==> src/hdl/rme_pkg.sv <==
// Package for the rotation matrix to Euler angle block: types, constants,
// the CORDIC arctangent table and small helpers. No dependencies.
`default_nettype none
package rme_pkg;

	localparam int CORDIC_STEPS = 16;
	localparam int SQ_STEPS     = 23;
	localparam int XY_W         = 42;
	localparam int Z_W          = 24;
	localparam int N_W          = 46;

	localparam logic [1:0] ORD_XYZ = 2'd0;
	localparam logic [1:0] ORD_XZY = 2'd1;
	localparam logic [1:0] ORD_YZX = 2'd2;

	localparam logic signed [16:0] ONE_Q14    = 17'sd16384;
	localparam logic signed [Z_W-1:0] ZPI     = 24'sd3294199;
	localparam logic signed [15:0] Q13_PI      = 16'sd25736;
	localparam logic signed [15:0] Q13_HALF_PI = 16'sd12868;

	typedef struct packed {
		logic signed [16:0] ay;
		logic signed [16:0] ax;
		logic signed [16:0] by;
		logic signed [16:0] bx;
		logic signed [16:0] s;
		logic               lock_pos;
		logic               lock_neg;
		logic [1:0]         order;
	} side_t;

	typedef struct packed {
		logic           v;
		logic [N_W-1:0] n;
		logic [N_W-1:0] res;
		side_t          side;
	} sq_t;

	typedef struct packed {
		logic signed [XY_W-1:0] x;
		logic signed [XY_W-1:0] y;
		logic signed [Z_W-1:0]  z;
		logic                   zero;
	} lane_t;

	typedef struct packed {
		logic       v;
		lane_t [2:0] lane;
		logic       lock_pos;
		logic       lock_neg;
		logic [1:0] order;
	} cd_t;

	function automatic logic signed [Z_W-1:0] atan_tab(input logic [4:0] i);
		logic signed [Z_W-1:0] r;
		case (i)
			5'd0:  r = 24'sd823550;
			5'd1:  r = 24'sd486170;
			5'd2:  r = 24'sd256879;
			5'd3:  r = 24'sd130396;
			5'd4:  r = 24'sd65451;
			5'd5:  r = 24'sd32757;
			5'd6:  r = 24'sd16383;
			5'd7:  r = 24'sd8192;
			5'd8:  r = 24'sd4096;
			5'd9:  r = 24'sd2048;
			5'd10: r = 24'sd1024;
			5'd11: r = 24'sd512;
			5'd12: r = 24'sd256;
			5'd13: r = 24'sd128;
			5'd14: r = 24'sd64;
			5'd15: r = 24'sd32;
			5'd16: r = 24'sd16;
			5'd17: r = 24'sd8;
			5'd18: r = 24'sd4;
			5'd19: r = 24'sd2;
			5'd20: r = 24'sd1;
			default: r = '0;
		endcase
		return r;
	endfunction

	// Turn a negative-x vector by pi, flag the zero vector, scale by 2^16.
	function automatic lane_t prep_lane(input logic signed [XY_W-1:0] y,
	                                    input logic signed [XY_W-1:0] x);
		lane_t l;
		l.zero = (x == '0) && (y == '0);
		l.z    = '0;
		l.x    = x;
		l.y    = y;
		if (x < 0) begin
			l.z = (y >= 0) ? ZPI : -ZPI;
			l.x = -x;
			l.y = -y;
		end
		l.x = l.x <<< 16;
		l.y = l.y <<< 16;
		return l;
	endfunction

	// Round the accumulator to Q3.13 and clamp to +-pi.
	function automatic logic signed [15:0] to_q13(input lane_t l);
		logic signed [Z_W-1:0] t;
		t = (l.z + 24'sd64) >>> 7;
		if (l.zero)
			return '0;
		if (t > Z_W'(Q13_PI))
			return Q13_PI;
		if (t < -Z_W'(Q13_PI))
			return -Q13_PI;
		return t[15:0];
	endfunction

endpackage
`default_nettype wire

==> src/hdl/rme_sqrt_cell.sv <==
// One restoring square root step, registered; carries the side payload along.
// Depends on rme_pkg.
`default_nettype none
module rme_sqrt_cell (
	input  wire logic          clk,
	input  wire logic          arst_n,
	input  wire logic          en,
	input  wire logic [4:0]    k,
	input  wire rme_pkg::sq_t  d,
	output rme_pkg::sq_t       q
);
	import rme_pkg::*;

	logic           v_q;
	sq_t            d_q;
	logic [5:0]     sh;
	logic [N_W-1:0] bitv;
	logic [N_W:0]   trial;
	sq_t            nxt;

	always_comb begin
		sh    = 6'(2 * (SQ_STEPS - 1)) - {k, 1'b0};
		bitv  = N_W'(1) << sh;
		trial = {1'b0, d.res} + {1'b0, bitv};
		nxt   = d;
		if ({1'b0, d.n} >= trial) begin
			nxt.n   = d.n - trial[N_W-1:0];
			nxt.res = (d.res >> 1) + bitv;
		end else begin
			nxt.res = d.res >> 1;
		end
	end

	always_ff @(posedge clk or negedge arst_n) begin
		if (!arst_n)
			v_q <= 1'b0;
		else if (en)
			v_q <= d.v;
	end

	always_ff @(posedge clk) begin
		if (en)
			d_q <= nxt;
	end

	always_comb begin
		q   = d_q;
		q.v = v_q;
	end
endmodule
`default_nettype wire

==> config.mk <==
export PLATFORM = sky130hd
export DESIGN_NAME = rme_sqrt_cell
export DESIGN_NICKNAME = d
export VERILOG_FILES = /design/src/hdl/rme_pkg.sv /design/src/hdl/rme_sqrt_cell.sv
export SDC_FILE = /design/constraint.sdc
export NUM_CORES = 1
export LEC_CHECK = 0
export BUFFER_PORTS_ARGS = -buffer_cell sky130_fd_sc_hd__buf_2
export CORE_MARGIN = 5
export CORE_UTILIZATION = 54
export DETAILED_ROUTE_END_ITERATION = 16
export PLACE_DENSITY = 0.87
export SLEW_MARGIN = 10
export SYNTH_ARGS = -nofsm -noshare
export SYNTH_HDL_FRONTEND = slang
export SYNTH_SLANG_ARGS = --single-unit
==> constraint.sdc <==
create_clock -name clk -period 1.1 [get_ports clk]
set_clock_uncertainty 0.05 [all_clocks]
set_input_delay 0.11 -clock clk [delete_from_list [all_inputs] [get_ports clk]]
set_output_delay 0.11 -clock clk [all_outputs]
set_load 0.1 [all_outputs]
==> results of run 1 <==
## synth_stat cells (27+ instances only)
cell | n | area share, %
xnor2_1 | 92 | 6.2
a21o_1 | 37 | 2.1
nand2_1 | 96 | 2.8
nor2_1 | 70 | 2.0
ha_1 | 74 | 7.1
a21oi_1 | 88 | 3.4
nor4_1 | 30 | 1.4
edfxtp_1 | 181 | 42
xor2_1 | 56 | 3.8
a31oi_1 | 27 | 1.3
mux2_4 | 37 | 4.3
o21ai_0 | 53 | 2.0
inv_1 | 37 | 1.1
clkbuf_1 | 27 | 0.78
## through the flow
step           setup slack (ns)  std cells  setup TNS (ns)  cell area [µm²]
2_1_floorplan             -5.23       1245         -469.89            13100
3_3_place_gp              -5.18       2309         -465.92            21200
3_5_place_dp              -5.58       2309         -502.40            21200
## cells by family after synthesis
kind of cell	Yosys count
adders and majority gates	86
muxes	62
AOI/OAI and AO/OA	315
DFF	182
xor gates and xnor gates	148
buffers and inverters	89
and+or+nand+nor	363
==> results.sh, run 1 <==
export IMPL_synth_top_family_by_area="compound AO/OA/AOI/OAI gates"
export IMPL_synth_xor_area_share_pct=9.97
export IMPL_cts_buffer_depth=2
export IMPL_htreeDepth=4
export IMPL_synth_ff_type="edfxtp_1"
export IMPL_cts_sinks=182
export IMPL_ys_seq_area_share_pct=42.0
export IMPL_synthSimpleGateAreaFrac_pct=14.5
export IMPL_start_util_pct=55.0
export IMPL_synth_seq_cells=182
export IMPL_port_buffers=371
export IMPL_cts_buffers=17
export IMPL_synth_area_mm2=0.0130
export IMPL_cts_resized=158
export IMPL_postCtsSetupBuffers=28
export IMPL_ys_types=87
export IMPL_die_x_um=165
export IMPL_error_line="[ERROR DPL-0038] Utilization greater than 100%, impossible to legalize"
export IMPL_netlist_instances=1245
export IMPL_muxShareOfSynthArea_pct=6.43
export IMPL_ios=372
export IMPL_die_h_um=165
export IMPL_hpwl_mm=48.5
export IMPL_place_congestion=1.11
export IMPL_ys_warnings_count=0
export IMPL_lastStage="4_1_cts"
export IMPL_cts_hold_buf=135
export IMPL_synth_avg_cell_area_um2=10.4
export IMPL_root_buffer="clkbuf_16"
export IMPL_synth_compound_area_share_pct=16.0
export IMPL_synth_edf_count=181
export IMPL_status="did not finish"
export IMPL_syn_nets=1510
export IMPL_synthArstFlopShare_pct=0.549
export IMPL_rows=56
export IMPL_synthAdderAreaFrac_pct=8.13
==> inputs of run 2 (changes only) <==
Settings changed: CORE_UTILIZATION 54 to 40, PLACE_DENSITY 0.87 to default, PLACE_DENSITY_LB_ADDON from default to 0.15.
==> run 2 against run 1 <==
Against the previous run: the flow now finishes, with violations (setup timing); synthesized cell count did not move; synthesized area unchanged.
==> results.sh, run 2 <==
export IMPL_status="complete, but fails checks"
export IMPL_violations="setup timing"
export IMPL_slew_headroom_pct=39.7
export IMPL_end_kind="flop"
export IMPL_startpoint="k[0]"
export IMPL_start_util_pct=40.2
export IMPL_p_comb_share_pct=50.7
export IMPL_hp_class="input pin to flop"
export IMPL_ant_nets=0
export IMPL_critical_path_arrival_ns=5.84
export IMPL_synthTopCellsByArea="edfxtp_1 (42%), ha_1 (7.1%), xnor2_1 (6.2%), mux2_4 (4.3%), xor2_1 (3.8%)"
export IMPL_drc=0
export IMPL_ys_seq_area_share_pct=42.0
export IMPL_port_buffers=371
export IMPL_htreeDepth=4
export IMPL_cts_clk_slew_worst_paths_ns=0.07
export IMPL_root_buffer="clkbuf_16"
export IMPL_synthAdderAreaFrac_pct=8.13
export IMPL_ir_drop_v=0.00113
export IMPL_ys_types=87
export IMPL_synth_seq_cells=182
export IMPL_synth_area_mm2=0.0130
export IMPL_dieArea_mm2=0.0362
export IMPL_die_h_um=190
export IMPL_crit_reg2reg_launch="v_q$_DFFE_PN0P_"
export IMPL_finalWorstSetupSlack_ns=-4.60
export IMPL_synth_ff_type="edfxtp_1"
export IMPL_grt_pass1_wl_mm=83.5
export IMPL_hold_viol=0
export IMPL_multi_input_comb_area_mm2=0.00815
export IMPL_yosysMostFrequentCell="edfxtp_1"
export IMPL_worst_pin_slew_ns=0.897
export IMPL_synthSimpleGateAreaFrac_pct=14.5
export IMPL_synth_compound_area_share_pct=16.0
export IMPL_grt_pass1_vias=14600
export IMPL_rows=66
export IMPL_synth_top_area_share_pct=41.8
export IMPL_place_congestion=0.940
export IMPL_nFillCells=2071
export IMPL_synth_top_family_by_area="compound AO/OA/AOI/OAI gates"
export IMPL_p_per_area_mw_per_mm2=1280
export IMPL_report_final_slew_viol_count=0
export IMPL_grt_antenna_before_repair=11
export IMPL_crit_type="input pin to flop"
export IMPL_fmax_mhz=176
export IMPL_dp_cells=2438
export IMPL_wl_per_cell_um=21.0
export IMPL_cts_tree="built"
export IMPL_synth_avg_cell_area_um2=10.4
export IMPL_die_x_um=190
export IMPL_p_seq_share_pct=29.1
export IMPL_period_needed_ns=5.70
export IMPL_ios=372
export IMPL_required_ns=1.24
export IMPL_clk_latency_ns=0.45
export IMPL_final_common_cell="buf_4"
export IMPL_routed_via_density=5.31
export IMPL_final_cells=2667
export IMPL_p_int_w=0.0188
export IMPL_crit_path_max_fanout=7
export IMPL_cp_top_family="simple AND/OR/NAND/NOR gates"
export IMPL_swShare_pct=40.7
export IMPL_area_growth_pct=91.3
export IMPL_rsz0062_at_grt="true"
export IMPL_p_switching_w=0.0129
export IMPL_dr_pass1_iters=5
export IMPL_cp_slowest_stage_delay_ns=0.56
export IMPL_fin_nets=2467
export IMPL_pre_cts_slack_ns=-5.42
export IMPL_muxShareOfSynthArea_pct=6.43
export IMPL_cts_sinks=182
export IMPL_start_kind="input pin"
export IMPL_largest_reg_flops=181
export IMPL_hp_start="d[156]"
export IMPL_seqCellArea_mm2=0.00546
export IMPL_synth_top_cells_by_count="edfxtp_1 (181), nand2_1 (96), xnor2_1 (92)"
export IMPL_syn_nets=1510
export IMPL_dr_total_vias=14200
export IMPL_timing_final_crit_share_pct=518
export IMPL_cts_buffer_depth=2
export IMPL_drive_gt1_share_pct=47.6
export IMPL_hpwl_mm=40.2
export IMPL_grtUsageTotal_pct=29.7
export IMPL_netlist_instances=1245
export IMPL_post_route_util_pct=77.0
export IMPL_grt_max_degree=54
export IMPL_totalWireLength_mm=55.9
export IMPL_final_cell_mix="buf_4 (455), buf_12 (193), buf_2 (186)"
export IMPL_cp_slowest_cell="or4_4"
export IMPL_finalSetupViolCount=274
export IMPL_path_buf_inv=7
export IMPL_yosysTopAreaCell="edfxtp_1"
export IMPL_synthArstFlopShare_pct=0.549
export IMPL_power_leakage_nw=10.8
export IMPL_p_total_w=0.0317
export IMPL_drt_first_iter_violations=980
export IMPL_p_clk_share_pct=20.1
export IMPL_grt_overflow=0
export IMPL_cts_buffers=17
export IMPL_synth_xor_area_share_pct=9.97
export IMPL_ys_warnings_count=0
export IMPL_max_cap_violations=0
export IMPL_core_area_mm2=0.0323
export IMPL_synth_edf_count=181
[run 2: cell counts after synthesis]
Identical to the previous run, type by type.
[run 2: area by class of cell]
cell class	count	area share, %
well taps	442	2.22
inverters	38	0.574
flip-flops and latches	182	22.0
diodes	11	0.111
repair buffers	989	40.0
clock buffers	18	1.73
multi-input cells	974	32.8
clock inverters	13	0.614
[run 2: cells by family after synthesis]
| family | after synthesis |
|---|---|
| AO/OA/AOI/OAI | 315 |
| XOR/XNOR | 148 |
| adder cells (fa/ha/maj) | 86 |
| buffers and inverters | 89 |
| flip-flops | 182 |
| multiplexers | 62 |
| AND/OR/NAND/NOR | 363 |
[run 2: through the flow]
step	cell area, µm²	hold WS [ns]	TNS (ns)
floorplan	13100	-0.236	-469.89
global placement	21400	-0.165	-480.03
detailed placement	21400	-0.162	-489.95
CTS	24600	0.00370	-429.99
global route	24900	0.00988	-460.76
finish	24900	0.0213	-434.87
[run 2: worst paths after layout]
check	end	slack, ns	cells past startpoint
min in group asynchronous	v_q$_DFFE_PN0P_	0.46	3
min	q[156]$_DFFE_PP_	0.02	2
min reg2reg	v_q$_DFFE_PN0P_	0.55	1
max	q[176]$_DFFE_PP_	-4.60	29
max in group asynchronous	v_q$_DFFE_PN0P_	0.44	3
max reg2reg	v_q$_DFFE_PN0P_	0.25	1
[run 2: repair_timing]
action / 4_1_cts / 5_1_grt
buffers inserted: 41 / 14
hold endpoints to repair: 131 / 0
endpoints found under the setup margin: 274 / 274
pin swaps: 43 / 49
hold buffers: 132 / 0
cloned: 6 / 1
gates resized for setup: 155 / 29
[run 2: routing by layer]
metal  GRT usage [%]  up-vias  part of all wire [%]
met5               0        -                 0.036
met4            12.6        4                   3.8
met3            5.51      115                   6.6
met2            51.4      585                    50
met1            36.3     6791                    40
li1                -     6657                     -
[run 2: power groups by stage]
stage / logic (W) / registers (W) / clock network [W]
after global routing: 0.0167 / 0.00930 / 0.00677
after CTS: 0.0158 / 0.00924 / 0.00645
after detailed placement: 0.0143 / 0.00937 / 0
after global placement: 0.0141 / 0.00936 / 0
final: 0.0161 / 0.00924 / 0.00638
after floorplan: 0.00334 / 0.0141 / 0
No activity file was read; power rests on OpenSTA's default activity.
